===== config.mk =====
export PLATFORM = sky130hd
export DESIGN_NAME = ladder_button_debouncer_core
export DESIGN_NICKNAME = d
export VERILOG_FILES = /design/src/hdl/lbd_pkg.sv /design/src/hdl/ladder_button_debouncer_core.sv
export SDC_FILE = /design/constraint.sdc
export NUM_CORES = 1
export LEC_CHECK = 0
export ABC_AREA = 1
export ABC_CLOCK_PERIOD_IN_PS = 4650
export BUFFER_PORTS_ARGS = -buffer_cell sky130_fd_sc_hd__buf_2
export CAP_MARGIN = 20
export CORE_MARGIN = 2
export CORE_UTILIZATION = 50
export CTS_BUF_LIST = sky130_fd_sc_hd__clkbuf_4 sky130_fd_sc_hd__clkbuf_8
export CTS_CLUSTER_DIAMETER = 40
export DETAILED_ROUTE_END_ITERATION = 8
export HOLD_SLACK_MARGIN = 0.1
export PLACE_DENSITY = 0.67
export SLEW_MARGIN = 10
export SYNTH_ARGS = -nofsm -noshare
export SYNTH_HDL_FRONTEND = slang
export SYNTH_SLANG_ARGS = --single-unit

===== constraint.sdc =====
create_clock -name clk -period 4.65 [get_ports clk]
set_input_delay 0.465 -clock clk [delete_from_list [all_inputs] [get_ports clk]]
set_output_delay 0.465 -clock clk [all_outputs]
set_load 0.01 [all_outputs]

===== src/hdl/lbd_pkg.sv =====
// Package for the ladder button debouncer: widths, register indexes,
// ladder voltage windows, event codes and the ladder-to-button mapping.
// No dependencies.
`timescale 1ns / 1ps
`default_nettype none

package lbd_pkg;

    localparam int TIME_BITS = 32;
    localparam int ADC_BITS  = 10;
    localparam int CFG_BITS  = 16;
    localparam int BTN_BITS  = 3;
    localparam int IDX_BITS  = 2;

    typedef logic [TIME_BITS-1:0] time_t;
    typedef logic [ADC_BITS-1:0]  adc_t;
    typedef logic [CFG_BITS-1:0]  cfg_t;
    typedef logic [BTN_BITS-1:0]  btn_t;
    typedef logic [IDX_BITS-1:0]  cfg_idx_t;

    typedef enum logic [1:0] {
        EV_NONE    = 2'd0,
        EV_PRESS   = 2'd1,
        EV_TIMEOUT = 2'd2
    } event_t;

    localparam cfg_idx_t REG_SAMPLE_INTERVAL = 2'd0;
    localparam cfg_idx_t REG_DEBOUNCE        = 2'd1;
    localparam cfg_idx_t REG_TIMEOUT         = 2'd2;
    localparam cfg_idx_t REG_HINT_THRESHOLD  = 2'd3;

    localparam cfg_t RST_SAMPLE_INTERVAL = 16'd5;
    localparam cfg_t RST_DEBOUNCE        = 16'd30;
    localparam cfg_t RST_TIMEOUT         = 16'd300;
    localparam adc_t RST_HINT_THRESHOLD  = 10'd512;

    localparam adc_t LAD_NONE_MAX = 10'd50;
    localparam adc_t LAD_B3_LO    = 10'd200;
    localparam adc_t LAD_B3_HI    = 10'd300;
    localparam adc_t LAD_B2_LO    = 10'd450;
    localparam adc_t LAD_B2_HI    = 10'd550;
    localparam adc_t LAD_B1_LO    = 10'd700;
    localparam adc_t LAD_B1_HI    = 10'd800;
    localparam adc_t LAD_B4_LO    = 10'd950;

    localparam btn_t BTN_NONE = 3'd0;
    localparam btn_t BTN_1    = 3'd1;
    localparam btn_t BTN_2    = 3'd2;
    localparam btn_t BTN_3    = 3'd3;
    localparam btn_t BTN_4    = 3'd4;
    localparam btn_t BTN_HINT = 3'd5;

    function automatic btn_t map_buttons(input adc_t v, input adc_t hint, input adc_t thresh);
        btn_t b;
        if (v < LAD_NONE_MAX)
            b = BTN_NONE;
        else if (v > LAD_B3_LO && v < LAD_B3_HI)
            b = BTN_3;
        else if (v > LAD_B2_LO && v < LAD_B2_HI)
            b = BTN_2;
        else if (v > LAD_B1_LO && v < LAD_B1_HI)
            b = BTN_1;
        else if (v > LAD_B4_LO)
            b = BTN_4;
        else if (hint > thresh)
            b = BTN_HINT;
        else
            b = BTN_NONE;
        return b;
    endfunction

endpackage

`default_nettype wire


===== src/hdl/ladder_button_debouncer_core.sv =====
// Top level of the ladder button debouncer: poll register, decision logic,
// debounce/window state and result register.
// Depends on lbd_pkg.
`timescale 1ns / 1ps
`default_nettype none

// Accepts one poll transaction (timestamp plus ladder and hint ADC samples) per
// clock unless stalled and returns exactly one result per poll, in order. The
// poll is held in an input register; the window, throttle, mapping and debounce
// decision is one pass of compares and 32-bit subtractions into the result
// register, so the sustained rate is one poll per cycle when the output is not
// stalled. A stalled result register holds its transaction while the next poll
// still waits in the input register. Configuration writes are taken at any cycle
// and must only be issued while no poll is in flight.
module ladder_button_debouncer_core (
    input  wire                     clk,
    input  wire                     rst_n,
    input  wire                     cfg_we,
    input  wire lbd_pkg::cfg_idx_t  cfg_index,
    input  wire lbd_pkg::cfg_t      cfg_data,
    input  wire                     in_valid,
    output logic                    in_ready,
    input  wire lbd_pkg::time_t     now_ms,
    input  wire lbd_pkg::adc_t      ladder_sample,
    input  wire lbd_pkg::adc_t      hint_sample,
    output logic                    out_valid,
    input  wire                     out_ready,
    output logic [1:0]              event_res,
    output lbd_pkg::btn_t           button
);

    localparam int PAD = lbd_pkg::TIME_BITS - lbd_pkg::CFG_BITS;

    lbd_pkg::cfg_t  sample_interval_reg;
    lbd_pkg::cfg_t  debounce_reg;
    lbd_pkg::cfg_t  timeout_reg;
    lbd_pkg::adc_t  hint_threshold_reg;

    logic           poll_valid_reg;
    lbd_pkg::time_t poll_now_reg;
    lbd_pkg::adc_t  poll_ladder_reg;
    lbd_pkg::adc_t  poll_hint_reg;

    lbd_pkg::time_t last_sample_reg, last_sample_next;
    lbd_pkg::btn_t  stable_reg, stable_next;
    lbd_pkg::btn_t  cand_reg, cand_next;
    lbd_pkg::time_t cand_start_reg, cand_start_next;
    lbd_pkg::time_t win_start_reg, win_start_next;
    logic           win_open_reg, win_open_next;

    logic            out_valid_reg;
    lbd_pkg::event_t out_event_reg, out_event_next;
    lbd_pkg::btn_t   out_button_reg, out_button_next;

    logic           advance;
    logic           in_take;
    lbd_pkg::time_t win_age;
    lbd_pkg::time_t since_sample;
    lbd_pkg::time_t cand_age;
    lbd_pkg::btn_t  reading;
    logic           timed_out;
    logic           throttled;
    logic           settled;

    assign advance  = poll_valid_reg && (!out_valid_reg || out_ready);
    assign in_ready = !poll_valid_reg || advance;
    assign in_take  = in_valid && in_ready;

    assign out_valid = out_valid_reg;
    assign event_res = out_event_reg;
    assign button    = out_button_reg;

    always_comb
    begin
        win_start_next   = win_open_reg ? win_start_reg : poll_now_reg;
        win_age          = poll_now_reg - win_start_next;
        since_sample     = poll_now_reg - last_sample_reg;
        cand_age         = poll_now_reg - cand_start_reg;
        reading          = lbd_pkg::map_buttons(poll_ladder_reg, poll_hint_reg,
                                                hint_threshold_reg);
        timed_out        = (timeout_reg != '0) && (win_age >= {{PAD{1'b0}}, timeout_reg});
        throttled        = since_sample < {{PAD{1'b0}}, sample_interval_reg};
        settled          = cand_age >= {{PAD{1'b0}}, debounce_reg};

        win_open_next    = 1'b1;
        last_sample_next = last_sample_reg;
        stable_next      = stable_reg;
        cand_next        = cand_reg;
        cand_start_next  = cand_start_reg;
        out_event_next   = lbd_pkg::EV_NONE;
        out_button_next  = lbd_pkg::BTN_NONE;

        if (timed_out)
        begin
            win_open_next   = 1'b0;
            cand_next       = stable_reg;
            cand_start_next = poll_now_reg;
            out_event_next  = lbd_pkg::EV_TIMEOUT;
        end
        else if (!throttled)
        begin
            last_sample_next = poll_now_reg;
            if (reading != cand_reg)
            begin
                cand_next       = reading;
                cand_start_next = poll_now_reg;
            end
            else if (cand_reg != stable_reg && settled)
            begin
                stable_next = cand_reg;
                // press edge: idle to a button
                if (stable_reg == lbd_pkg::BTN_NONE && cand_reg != lbd_pkg::BTN_NONE)
                begin
                    win_open_next   = 1'b0;
                    out_event_next  = lbd_pkg::EV_PRESS;
                    out_button_next = cand_reg;
                end
            end
        end
    end

    always_ff @(posedge clk or negedge rst_n)
    begin
        if (!rst_n)
        begin
            sample_interval_reg <= lbd_pkg::RST_SAMPLE_INTERVAL;
            debounce_reg        <= lbd_pkg::RST_DEBOUNCE;
            timeout_reg         <= lbd_pkg::RST_TIMEOUT;
            hint_threshold_reg  <= lbd_pkg::RST_HINT_THRESHOLD;
        end
        else if (cfg_we)
        begin
            case (cfg_index)
                lbd_pkg::REG_SAMPLE_INTERVAL: sample_interval_reg <= cfg_data;
                lbd_pkg::REG_DEBOUNCE:        debounce_reg        <= cfg_data;
                lbd_pkg::REG_TIMEOUT:         timeout_reg         <= cfg_data;
                lbd_pkg::REG_HINT_THRESHOLD:
                    hint_threshold_reg <= cfg_data[lbd_pkg::ADC_BITS-1:0];
                default: ;
            endcase
        end
    end

    always_ff @(posedge clk or negedge rst_n)
    begin
        if (!rst_n)
        begin
            poll_valid_reg  <= 1'b0;
            out_valid_reg   <= 1'b0;
            last_sample_reg <= '0;
            stable_reg      <= lbd_pkg::BTN_NONE;
            cand_reg        <= lbd_pkg::BTN_NONE;
            cand_start_reg  <= '0;
            win_start_reg   <= '0;
            win_open_reg    <= 1'b0;
        end
        else
        begin
            if (in_take)
                poll_valid_reg <= 1'b1;
            else if (advance)
                poll_valid_reg <= 1'b0;

            if (advance)
                out_valid_reg <= 1'b1;
            else if (out_ready)
                out_valid_reg <= 1'b0;

            if (advance)
            begin
                last_sample_reg <= last_sample_next;
                stable_reg      <= stable_next;
                cand_reg        <= cand_next;
                cand_start_reg  <= cand_start_next;
                win_start_reg   <= win_start_next;
                win_open_reg    <= win_open_next;
            end
        end
    end

    always_ff @(posedge clk)
    begin
        if (in_take)
        begin
            poll_now_reg    <= now_ms;
            poll_ladder_reg <= ladder_sample;
            poll_hint_reg   <= hint_sample;
        end
        if (advance)
        begin
            out_event_reg  <= out_event_next;
            out_button_reg <= out_button_next;
        end
    end

endmodule

`default_nettype wire


== Word-level counts from Yosys, hierarchy flattened ==
Cells that the tools add are included.
Word-level totals
  word-level logic and storage cells: 95
  input port bits: 75
  register bits after elaboration: 220
  output and inout port bits: 7
Operators by class
  add/subtract/negate cells: 3
  magnitude comparators: 12
  muxes and demuxes: 23
  reduce and logical (&&, ||, !) cells: 28
  bitwise operators: 5
  equal/unequal tests: 6
Operators by type and width (number)
  $mux 32: 4
  $sub 32x32->32: 3
  $ge 32x16->1: 2
  $lt 32x16->1: 1
  $mux 3: 9
  $gt 10x10->1 const B: 2
  $lt 10x10->1 const B: 2
  $reduce_bool 16->1: 1
  $gt 10x10->1: 1
  $gt 10x8->1 const B: 1
  $gt 10x9->1 const B: 1
  $lt 10x6->1 const B: 1
  $lt 10x9->1 const B: 1
  $mux 1: 10
  $logic_and 1x1->1: 8
  $reduce_and 2->1: 4
  $ne 3x3->1: 2
  $reduce_and 3->1: 2
  $reduce_bool 2->1: 3
  $not 1->1: 5
  $reduce_and 5->1: 1
  $reduce_or 5->1: 1
  $eq 2x2->1 const B: 2
  $reduce_or 4->1: 1
  other kinds (7): 9

== Depth between registers and ports, before layout ==
Gate-level depths: netlist of run 1.
  depth in word-level cells: 11
  mapped depth: 32
  gate-level depth less buffers: 30

== Worst setup path before layout of run 1 ==
Ideal clock, no wire load.
  kind: register to register
  start: reg win_open_reg
  end: reg last_sample_reg[31]
  clock period less this slack: 3.604 ns
  stages on the path, launching flop included: 32
  slack: 1.046 ns
  arrival time: 3.482 ns
  path buffers: 4
  data required time: 4.528 ns
  library setup time: 0.122 ns
  cell sequence: dfrtp_1 > inv_2 > clkbuf_1 > nand2_1 > o21ai_0 > ha_1 > buf_6 > a21oi_2 > nand2_1 > nand2_1 > nand2_1 > xor2_1 > ha_1 > nand2_1 > inv_1 > nor2_1 > o21a_1 > nand2_1 > nand2_1 > nand2_1 > nand2_1 > nand2_1 > nor2_1 > nand2_1 > nor2_1 > nand2_2 > nand2_4 > nand3_4 > buf_6 > buf_6 > nand2_2 > o21ai_2
Between the ends
  word-level cells in the longest chain between the ends: 6
RTL lines
  from (decl): line ladder_button_debouncer_core.sv:49  | logic win_open_reg, win_open_next;
  from (signal assigned): line ladder_button_debouncer_core.sv:176  | win_open_reg <= win_open_next;
  $mux 32: line ladder_button_debouncer_core.sv:75  | win_start_next = win_open_reg ? win_start_reg : poll_now_reg;
  $sub 32x32->32: line ladder_button_debouncer_core.sv:76  | win_age = poll_now_reg - win_start_next;
  $ge 32x16->1: line ladder_button_debouncer_core.sv:81  | timed_out = (timeout_reg != '0) && (win_age >= {{PAD{1'b0}}, timeout_reg});
  $logic_and 1x1->1: line ladder_button_debouncer_core.sv:81
  $not 1->1 (no line)
  $reduce_and 3->1 (no line)
  to (signal assigned): line ladder_button_debouncer_core.sv:171  | last_sample_reg <= last_sample_next;
  to (decl): line ladder_button_debouncer_core.sv:44  | lbd_pkg::time_t last_sample_reg, last_sample_next;
No other way between the ends.
A chain may end at the register's enable or synchronous reset.

== Final worst setup path of run 1 ==
  start: reg win_open_reg
  end: reg stable_reg[0]
Between the ends
  word-level cells in the longest chain between the ends: 6
RTL lines
  $mux 32: line ladder_button_debouncer_core.sv:75
  via win_start_next[1]: line ladder_button_debouncer_core.sv:48  | lbd_pkg::time_t win_start_reg, win_start_next;
  $sub 32x32->32: line ladder_button_debouncer_core.sv:76
  $ge 32x16->1: line ladder_button_debouncer_core.sv:81
  $logic_and 1x1->1: line ladder_button_debouncer_core.sv:81
  $not 1->1 (no line)
  $reduce_and 5->1 (no line)
  to (signal assigned): line ladder_button_debouncer_core.sv:151  | stable_reg <= lbd_pkg::BTN_NONE;
  to (signal assigned): line ladder_button_debouncer_core.sv:172  | stable_reg <= stable_next;
  to (decl): line ladder_button_debouncer_core.sv:45  | lbd_pkg::btn_t stable_reg, stable_next;
The timed path passes the listed nets, and every way through them passes these cells.

==> results.md, run 1 <==
- H-tree depth: 2
- Final Critical Period: 4.29 ns
- Root buf cell: clkbuf_8
- Drt first pass iters: 5
- RSZ-0062 raised after global routing: no
- Core Area: 0.0355 sq mm
- PnR worst setup slack: 0.355 ns
- DRT antenna net count: 0
- Largest net degree at the start of global routing: 85
- Outcome: completed
- Worst R2R Setup Slack: 0.36 ns
- Port bufs: 81
- Area of the mapped netlist: 0.0180 sq mm
- Required @ worst endpoint: 5.14 ns
- Die height: 194 um
- Place WS: 0.357 ns
- Top Layer Used: met4
- Actual slew at the worst max-slew pin: 1.04 ns
- Critical Path AT: 4.78 ns
- # DRC: 0
- Switch Pwr: 3.53 mW
- Number of global-route vias before repair: 16.5k
- Hold Crit Class: input port to flip-flop
- Clock transition at path regs: 0.06 ns
- Via count: 17.5k
- Leak: 11.6 nW
- Share of post-route cells with drive strength above 1: 0.0781
- Ys flop type: dfrtp_1
- Final core utilization: 0.574
- Hold Violations, Final: 0
- Clock skew: 0.0289 ns
- Nets@finish: 3,153
- Met2 WL: 24,600 um
- Placed cells: 3,286
- Area after DPL: 0.0189 sq mm
- Antenna violations before repair: 0
- Rel. slew slack: 0.302
- Top delay family on crit path: simple AND/OR/NAND/NOR gates
- CTS Sinks: 220
- Syn_nets: 3,002
- Yosys warnings: 0
- Die area: 0.0375 sq mm
- Worst Path Max Fanout: 29
- Starting density of the core: 0.507
- Clk pwr share: 0.247
- Avg Cell Area, Syn: 6.49 sq um
- DP HPWL: 44,400 um
- Via density: 5.13
- Path type of the worst setup path: flip-flop to flip-flop
- CTS buffer count: 41
- M1 WL: 25,000 um
- Maximum VDD drop: 0.243 mV
- Synth Register Bits: 220
- Yosys cell types: 44
- Slowest CP cell: fa_1
- Synthesis-to-finish area growth: 13.2%
- Clock Path Buffers: 3
- CTS tree: done
- Die width: 194 um
- Routed WL per cell: 16.0 um
- Fin cells: 3,418
- Most common cell after layout, fill and taps aside: nand2_1
- Final instance area: 0.0204 sq mm
- Combinational share of power: 0.441
- Post-synth ARST share: 0.741
- Fmax: 0.233 GHz
- First-pass GRT wire length: 86,300 um
- Synth Instances: 2,772
- Largest stage delay, worst path: 0.47 ns
- Commonest non-fill, non-tap cells in the layout: 1,035 x nand2_1, 566 x inv_1, 171 x nor2_1
- Crit start category: flip-flop
- Max_cap viols: 0
- Total power per unit cell area: 410 mW/mm^2
- Register share of total power: 0.311
- Register area share after synthesis: 0.323
- Post-synth EDFFs: 57
- Row count: 69
- Setup TNS: 0 ns
- Final hold slack: 0.158 ns
- Filler cell count: 3,530
- RD Place Congestion: 0.988
- Metal3 WL: 3600 um
- Worst path buffer plus inverter count: 4
- GRT Total Usage: 0.292
- # IOs: 82
- Total power: 8.35 mW
- GRT overflow: 0
- Final Setup Violations: 0
- Crit path capture type: flip-flop
- P_int: 4.82 mW
- Max-slew violation count: 0
- Clk Latency, worst-skew pair: 0.61 ns
- Crit share post-route: 0.924
- DRT iter0 DRCs: 1,348
- Most used cell, CP: nand2_1
- Final Routed Wirelength: 54,800 um
- Sw Ratio: 0.423
-- final timing paths --
path                               startpoint                   to  depth (start not counted)
setup reg to reg                 win_open_reg        stable_reg[0]                         25
min in group asynchronous               rst_n  last_sample_reg[28]                          2
hold / removal                      out_ready            out_valid                          4
setup / recovery                 win_open_reg        stable_reg[0]                         25
hold reg to reg            cand_start_reg[14]   cand_start_reg[14]                          2
max in group asynchronous               rst_n     win_start_reg[3]                          3
-- cells by family after synthesis --
group / count (synthesis) / synth area share
xor gates and xnor gates: 47 / 0.0229
DFF: 220 / 0.323
adders and majority gates: 155 / 0.109
buffers and inverters: 614 / 0.132
AOI/OAI and AO/OA: 274 / 0.0812
and+or+nand+nor: 1462 / 0.333
-- worst register-to-register path, delay by kind of cell (launching register included) --
family | cells | cell delay, ns
AOI/OAI and AO/OA | 4 | 0.52
xor gates and xnor gates | 1 | 0.17
adders and majority gates | 2 | 0.71
buffers and inverters | 4 | 0.62
DFF | 1 | 0.43
and+or+nand+nor | 14 | 1.72
-- power by group through the flow --
| stage | registers, mW | logic, mW | clock network [mW] |
|---|---|---|---|
| 2_1_floorplan | 2.53 | 2.68 | 0 |
| 3_3_place_gp | 2.61 | 3.52 | 0 |
| 3_5_place_dp | 2.62 | 3.61 | 0 |
| 4_1_cts | 2.59 | 3.66 | 2.11 |
| 5_1_grt | 2.64 | 4.22 | 2.20 |
| 6_report | 2.60 | 3.69 | 2.06 |
-- final cells by class --
cell class	instances	area (sq um)	area share
Antenna cell	1	2.50	0.000123
Clock buffer	59	756	0.0371
Clock inverter	17	158	0.00774
Inverter	573	2150	0.106
Multi-Input combinational cell	1938	9820	0.482
Sequential cell	220	5800	0.285
Tap cell	461	577	0.0283
Timing Repair Buffer	149	1090	0.0538
-- layer usage --
metal	vias to the layer above	GRT usage
li1	8855	-
met1	8079	0.406
met2	506	0.470
met3	90	0.0353
met4	0	0.106
met5	-	0
-- synthesized netlist by cell type, drive strengths merged, types with 3 or more instances --
library cell,count,area [sq um]
nand2,1056,4040
inv,572,2150
nor2,180,713
o21ai,168,878
nand3,153,778
dfrtp,152,3800
ha,152,1900
a21oi,87,439
edfxtp,57,1710
xor2,41,359
clkbuf,26,97.6
nand4,24,150
nor3,23,130
buf,15,124
dfstp,11,289
o21bai,10,75.1
nand3b,9,67.6
xnor2,6,52.6
and3,5,31.3
nor4,5,31.3
and2,4,25.0
fa,3,60.1
-- what timing repair did --
action | 4_1_cts | 5_1_grt
endpoints found under the hold margin | 133 | 0
hold buffers | 54 | 0
endpoints found under the setup margin | 0 | 12
gates resized for setup | 0 | 2
setup buffers | 0 | 1
Power figures use the tool's default switching activity.
==> inputs of run 2 (changes only) <==
--- a/config.mk
+++ b/config.mk
@@ -10,12 +10,11 @@
 export BUFFER_PORTS_ARGS = -buffer_cell sky130_fd_sc_hd__buf_2
 export CAP_MARGIN = 20
 export CORE_MARGIN = 2
-export CORE_UTILIZATION = 50
+export CORE_UTILIZATION = 40
 export CTS_BUF_LIST = sky130_fd_sc_hd__clkbuf_4 sky130_fd_sc_hd__clkbuf_8
 export CTS_CLUSTER_DIAMETER = 40
 export DETAILED_ROUTE_END_ITERATION = 8
 export HOLD_SLACK_MARGIN = 0.1
-export PLACE_DENSITY = 0.67
 export SLEW_MARGIN = 10
 export SYNTH_ARGS = -nofsm -noshare
 export SYNTH_HDL_FRONTEND = slang
==> run 2 against run 1 <==
  * Cell area increased by 1.7%
  * Combinational power hardly changed
  * Largest cell class unchanged
  * Global-route usage is 5.2 points lower
  * Setup slack improved by 0.011 ns
  * Final cell count increased by 4.4%
==> results.md, run 2 (synthesized netlist as in run 1, its figures left out) <==
- Outcome: completed
- Routed WL per cell: 15.6 um (-2.5%)
- Drt first pass iters: 5 (unchanged)
- Path type of the worst setup path: flip-flop to flip-flop
- Die height: 216 um (+12%)
- Row count: 77 (+12%)
- Most used cell, CP: nand3_1
- Clock Path Buffers: 3 (unchanged)
- RD Place Congestion: 0.993 (+0.46%)
- Final Setup Violations: 0 (unchanged)
- Crit start category: flip-flop
- CTS tree: done
- DRT antenna net count: 0 (unchanged)
- Max_cap viols: 0 (unchanged)
- Worst Path Max Fanout: 5 (-83%)
- Number of global-route vias before repair: 16.5k (+0.28%)
- Share of post-route cells with drive strength above 1: 0.0853 (+0.00717)
- CTS Sinks: 220 (unchanged)
- Place WS: 0.240 ns (-0.117 ns)
- First-pass GRT wire length: 88,000 um (+1.9%)
- RR Endpoint: button[1]
- Final hold slack: 0.219 ns (+0.0609 ns)
- Crit path capture type: flip-flop
- CTS buffer count: 40 (-2.4%)
- Synthesis-to-finish area growth: 15.1%
- Core Area: 0.0443 sq mm (+25%)
- Via count: 17.3k (-1.3%)
- Hold_sp: out_ready
- Final Critical Period: 4.28 ns (-0.0115 ns)
- Actual slew at the worst max-slew pin: 1.05 ns (+0.00950 ns)
- Via density: 4.85 (-5.4%)
- Hold path depth: 4 (unchanged)
- Antenna violations before repair: 1 (+1)
- Maximum VDD drop: 0.219 mV (-10%)
- Slowest CP cell: edfxtp_1
- Antenna diodes: 0 (-1)
- Root buf cell: clkbuf_8
- Final Routed Wirelength: 55,800 um (+1.8%)
- Rel. slew slack: 0.296 (-0.00635)
- Worst R2R Setup Slack: 0.37 ns (about the same)
- Max-slew violation count: 0 (unchanged)
- Placed cells: 3,423 (+4.2%)
- Reg-to-reg critical path startpoint: poll_now_reg[0]
- WHS Endpoint: poll_valid_reg
- Clk Latency, worst-skew pair: 0.60 ns (about the same)
- Crit share post-route: 0.921 (-0.00247)
- Fin cells: 3,569 (+4.4%)
- GRT overflow: 0 (unchanged)
- Die width: 216 um (+12%)
- Largest net degree at the start of global routing: 84 (-1.2%)
- Final core utilization: 0.467 (-0.107)
- Nets@finish: 3,175 (+0.70%)
- Cell Chain, Critical Path: inv_1 -> buf_4 -> ha_1 -> inv_1 -> nand3_1 -> nand3_1 -> nand3_1 -> nand3_1 -> xor2_1 -> ha_1 -> a21oi_1 -> o31a_1 -> nand2_1 -> nand2_1 -> nand2_1 -> nor2_1 -> nand2_1 -> nor2_1 -> a21oi_1 -> nand3_1 -> nor2_1
- Port bufs: 81 (unchanged)
- Largest stage delay, worst path: 0.38 ns (-0.09 ns)
- Clock skew: 0.0413 ns (+0.0124 ns)
- PnR worst setup slack: 0.367 ns (+0.0115 ns)
- DRT iter0 DRCs: 1,147 (-15%)
- Critical Path AT: 4.60 ns (-0.18 ns)
- Hold Violations, Final: 0 (unchanged)
- # DRC: 0 (unchanged)
- Total power per unit cell area: 405 mW/mm^2 (-1.2%)
- Most common cell after layout, fill and taps aside: nand2_1
- Total power: 8.39 mW (+0.50%)
- Clock transition at path regs: 0.07 ns (about the same)
- H-tree depth: 2 (unchanged)
- Fmax: 0.233 GHz (+0.27%)
- Hold Crit Class: input port to flip-flop
- DP HPWL: 45,400 um (+2.3%)
- Starting density of the core: 0.406 (-0.101)
- Required @ worst endpoint: 4.96 ns (-0.18 ns)
- # IOs: 82 (unchanged)
- Die area: 0.0467 sq mm (+24%)
- Leak: 11.7 nW (+0.77%)
- Commonest non-fill, non-tap cells in the layout: 1,035 x nand2_1, 566 x inv_1, 171 x nor2_1, 152 x nand3_1, 152 x ha_1
- Cells on worst reg2reg path: 21 (-16%)
- GRT Total Usage: 0.241 (-0.0517)
## run 2: how the worst max path moves through the flow
| stage | from | endpoint | slack, ns | cells past startpoint |
|---|---|---|---|---|
| after floorplan | win_open_reg | last_sample_reg[31] | 1.05 | 31 |
| after global placement | win_open_reg | stable_reg[2] | 0.26 | 25 |
| after detailed placement | win_open_reg | stable_reg[2] | 0.24 | 24 |
| after CTS | win_open_reg | stable_reg[0] | 0.18 | 24 |
| after global routing | win_open_reg | stable_reg[0] | -0.003 | 25 |
| final | poll_now_reg[0] | button[1] | 0.37 | 21 |
## run 2: repair_timing
item                                    CTS  global route
resized for setup                         0             6
hold endpoints to repair                131             0
endpoints found under the setup margin    0            71
setup buffers                             0            18
hold buffers                             54             0
## run 2: final cells by class
class                      instances  area (sq um)
inverter                         573          2160
fill                            4648         23600
tap                              592           741
clock inverter                    15           168
timing repair buffer             172          1250
multi-input combinational       1938          9830
sequential                       220          5810
clock buffer                      59           756
## run 2: routing by layer
metal / vias up / track usage / routed length, um
met4: 0 / 0.0872 / 1940
met5: - / 0 / 0
li1: 8892 / - / -
met2: 412 / 0.389 / 24800
met3: 89 / 0.0361 / 2880
met1: 7915 / 0.327 / 26200
## run 2: critical path: cells and delay by family (launching register included)
family	cells	cell delay, ns
DFF	1	0.38
adders and majority gates	2	0.52
buffers and inverters	3	0.49
AOI/OAI and AO/OA	3	0.54
xor gates and xnor gates	1	0.36
and+or+nand+nor	12	1.71
## run 2: stage by stage
stage | instance area [sq um] | setup TNS, ns
global placement | 19100 | 0
global route | 20700 | -0.00593
finish | 20700 | 0
detailed placement | 19100 | 0
floorplan | 18000 | 0
CTS | 20600 | 0
## run 2: report_power, final
| group | switching (mW) | internal, mW | total, mW |
|---|---|---|---|
| logic | 2.39 | 1.31 | 3.70 |
| registers | 0.259 | 2.34 | 2.60 |
| clock network | 0.873 | 1.22 | 2.09 |
==> inputs of run 3 (changes only) <==
--- a/config.mk
+++ b/config.mk
@@ -15,6 +15,7 @@
 export CTS_CLUSTER_DIAMETER = 40
 export DETAILED_ROUTE_END_ITERATION = 8
 export HOLD_SLACK_MARGIN = 0.1
+export RECOVER_POWER = 25
 export SLEW_MARGIN = 10
 export SYNTH_ARGS = -nofsm -noshare
 export SYNTH_HDL_FRONTEND = slang
==> run 3 against run 2 <==
  * The flow now finishes with violations (max-capacitance violations, max-slew violations)
  * Hold slack hardly changed
  * Power hardly changed
  * Sequential power hardly changed
  * Utilization hardly changed
  * Critical path depth stayed put
  * Final cell count stayed put
  * Clock power hardly changed
  * Non-clock buffer count stayed put
  * Critical path type unchanged
  * Critical endpoint unchanged
  * Largest cell class unchanged
  * Largest power group unchanged
  * Highest routed layer unchanged
==> results.md, run 3 (synthesized netlist as in run 1, its figures left out) <==
- Via count: 17.3k (+0.10%)
- Hold Violations, Final: 0 (unchanged)
- Maximum VDD drop: 0.219 mV (about the same)
- Root buf cell: clkbuf_8
- PnR worst setup slack: 0.369 ns (+0.00210 ns)
- Final Setup Violations: 0 (unchanged)
- Clock transition at path regs: 0.07 ns (about the same)
- Clk Latency, worst-skew pair: 0.60 ns (about the same)
- Worst Path Max Fanout: 5 (unchanged)
- Place WS: 0.240 ns (unchanged)
- DRT antenna net count: 0 (unchanged)
- Crit start category: flip-flop
- Commonest non-fill, non-tap cells in the layout: 1,035 x nand2_1, 566 x inv_1, 171 x nor2_1, 152 x nand3_1, 152 x ha_1
- Die width: 216 um (unchanged)
- Via density: 4.85 (+0.10%)
- Required @ worst endpoint: 4.96 ns (about the same)
- CTS Sinks: 220 (unchanged)
- RD Place Congestion: 0.993 (unchanged)
- Routed WL per cell: 15.6 um (about the same)
- Sw Ratio: 0.420 (about the same)
- Most common cell after layout, fill and taps aside: nand2_1
- # DRC: 0 (unchanged)
- Clk pwr share: 0.249 (about the same)
- First-pass GRT wire length: 88,000 um (unchanged)
- Final core utilization: 0.467 (about the same)
- P_int: 4.87 mW (about the same)
- Path type of the worst setup path: flip-flop to flip-flop
- H-tree depth: 2 (unchanged)
- Synthesis-to-finish area growth: 15.0% (about the same)
- Share of post-route cells with drive strength above 1: 0.0836 (-0.00168)
- Combinational share of power: 0.441 (about the same)
- DP HPWL: 45,400 um (unchanged)
- Clock Path Buffers: 3 (unchanged)
- Fin cells: 3,569 (unchanged)
- Port bufs: 81 (unchanged)
- Max-slew violation count: 84 (+84)
- Nets@finish: 3,175 (unchanged)
- DRT iter0 DRCs: 1,147 (unchanged)
- Rel. slew slack: -0.440 (-0.736)
- Leak: 11.7 nW (-0.13%)
- Antenna violations before repair: 1 (unchanged)
- Switch Pwr: 3.52 mW (about the same)
- Total power per unit cell area: 405 mW/mm^2 (about the same)
- Final Routed Wirelength: 55,800 um (about the same)
- CTS buffer count: 40 (unchanged)
- Critical Path AT: 4.59 ns (about the same)
- Crit share post-route: 0.921 (about the same)
- Failing checks: max-capacitance violations, max-slew violations
- Outcome: finished with violations
- Die height: 216 um (unchanged)
- Max_cap viols: 1 (+1)
- Number of global-route vias before repair: 16.5k (unchanged)
- CTS tree: done
- GRT Total Usage: 0.241 (unchanged)
- Die area: 0.0467 sq mm (unchanged)
- Register share of total power: 0.310 (about the same)
- # IOs: 82 (unchanged)
- Clock skew: 0.0404 ns (-0.000943 ns)
- Starting density of the core: 0.406 (unchanged)
- Largest net degree at the start of global routing: 84 (unchanged)
- Row count: 77 (unchanged)
- GRT overflow: 0 (unchanged)
- Fmax: 0.234 GHz (about the same)
- Crit path capture type: flip-flop
- Final instance area: 0.0207 sq mm (about the same)
- Placed cells: 3,423 (unchanged)
- Hold Crit Class: input port to flip-flop
- Area after DPL: 0.0191 sq mm (unchanged)
- Antenna diodes: 0 (unchanged)
- Actual slew at the worst max-slew pin: 2.16 ns (+1.11 ns)
- Final Critical Period: 4.28 ns (-0.00210 ns)
- Core Area: 0.0443 sq mm (unchanged)
- Drt first pass iters: 5 (unchanged)
==> run 3: cell types whose count changed in the layout (fill, tap and decap cells not counted) <==
cell / delta
buf_6: -1
clkbuf_1: +5
clkbuf_2: +1
buf_2: -5
==> run 3: worst max-delay path, stage by stage (launching register included) <==
cell	delay, ns
edfxtp_1	0.38
inv_1	0.21
buf_4	0.18
ha_1	0.21
inv_1	0.10
nand3_1	0.07
nand3_1	0.19
nand3_1	0.13
nand3_1	0.20
xor2_1	0.36
ha_1	0.31
a21oi_1	0.15
o31a_1	0.15
nand2_1	0.13
nand2_1	0.11
nand2_1	0.06
nor2_1	0.12
nand2_1	0.06
nor2_1	0.34
a21oi_1	0.24
nand3_1	0.23
nor2_1	0.07
==> run 3: power groups by stage <==
stage	sequential, mW	combinational, mW	clock, mW
6_report	2.60	3.70	2.09
4_1_cts	2.59	3.67	2.15
2_1_floorplan	2.53	2.68	0
3_5_place_dp	2.62	3.61	0
5_1_grt	2.64	4.26	2.22
3_3_place_gp	2.62	3.56	0
==> run 3: repair_timing <==
action                                 in CTS  in global routing
buffers inserted                            0                 18
setup endpoints to repair                   0                 71
hold buffers                               54                  0
gates resized for setup                     0                  6
endpoints found under the hold margin     131                  0
==> run 3: area by class of cell <==
type                       count  area [sq um]
clock inverter                15           168
clock buffer                  59           756
tap                          592           741
inverter                     573          2160
timing repair buffer         172          1240
multi-input combinational   1938          9830
sequential                   220          5810
fill                        4652         23600
==> run 3: through the flow <==
stage               hold slack [ns]  power, mW  setup TNS (ns)
global placement              0.455       6.17               0
floorplan                     0.169       5.21               0
CTS                           0.155       8.41               0
detailed placement            0.459       6.23               0
global route                  0.234       9.12        -0.00593
finish                        0.219       8.39               0
==> run 3: final timing paths <==
check / start / endpoint / slack [ns] / depth (start not counted)
max: poll_now_reg[0] / button[1] / 0.37 / 21
min: out_ready / poll_valid_reg / 0.22 / 4
max reg2reg: poll_now_reg[0] / button[1] / 0.37 / 21
min reg2reg: cand_start_reg[16] / cand_start_reg[16] / 0.47 / 2
max in group asynchronous: rst_n / last_sample_reg[11] / 1.95 / 3
min in group asynchronous: rst_n / cand_start_reg[29] / 1.07 / 2
==> run 3: per-layer routing <==
layer,track usage,vias to the layer above,wire [um],part of all wire
li1,-,8893,-,-
met1,0.327,7928,26200,0.47
met2,0.389,416,24800,0.44
met3,0.0361,89,2890,0.052
met4,0.0872,0,1940,0.035
met5,0,-,0,0
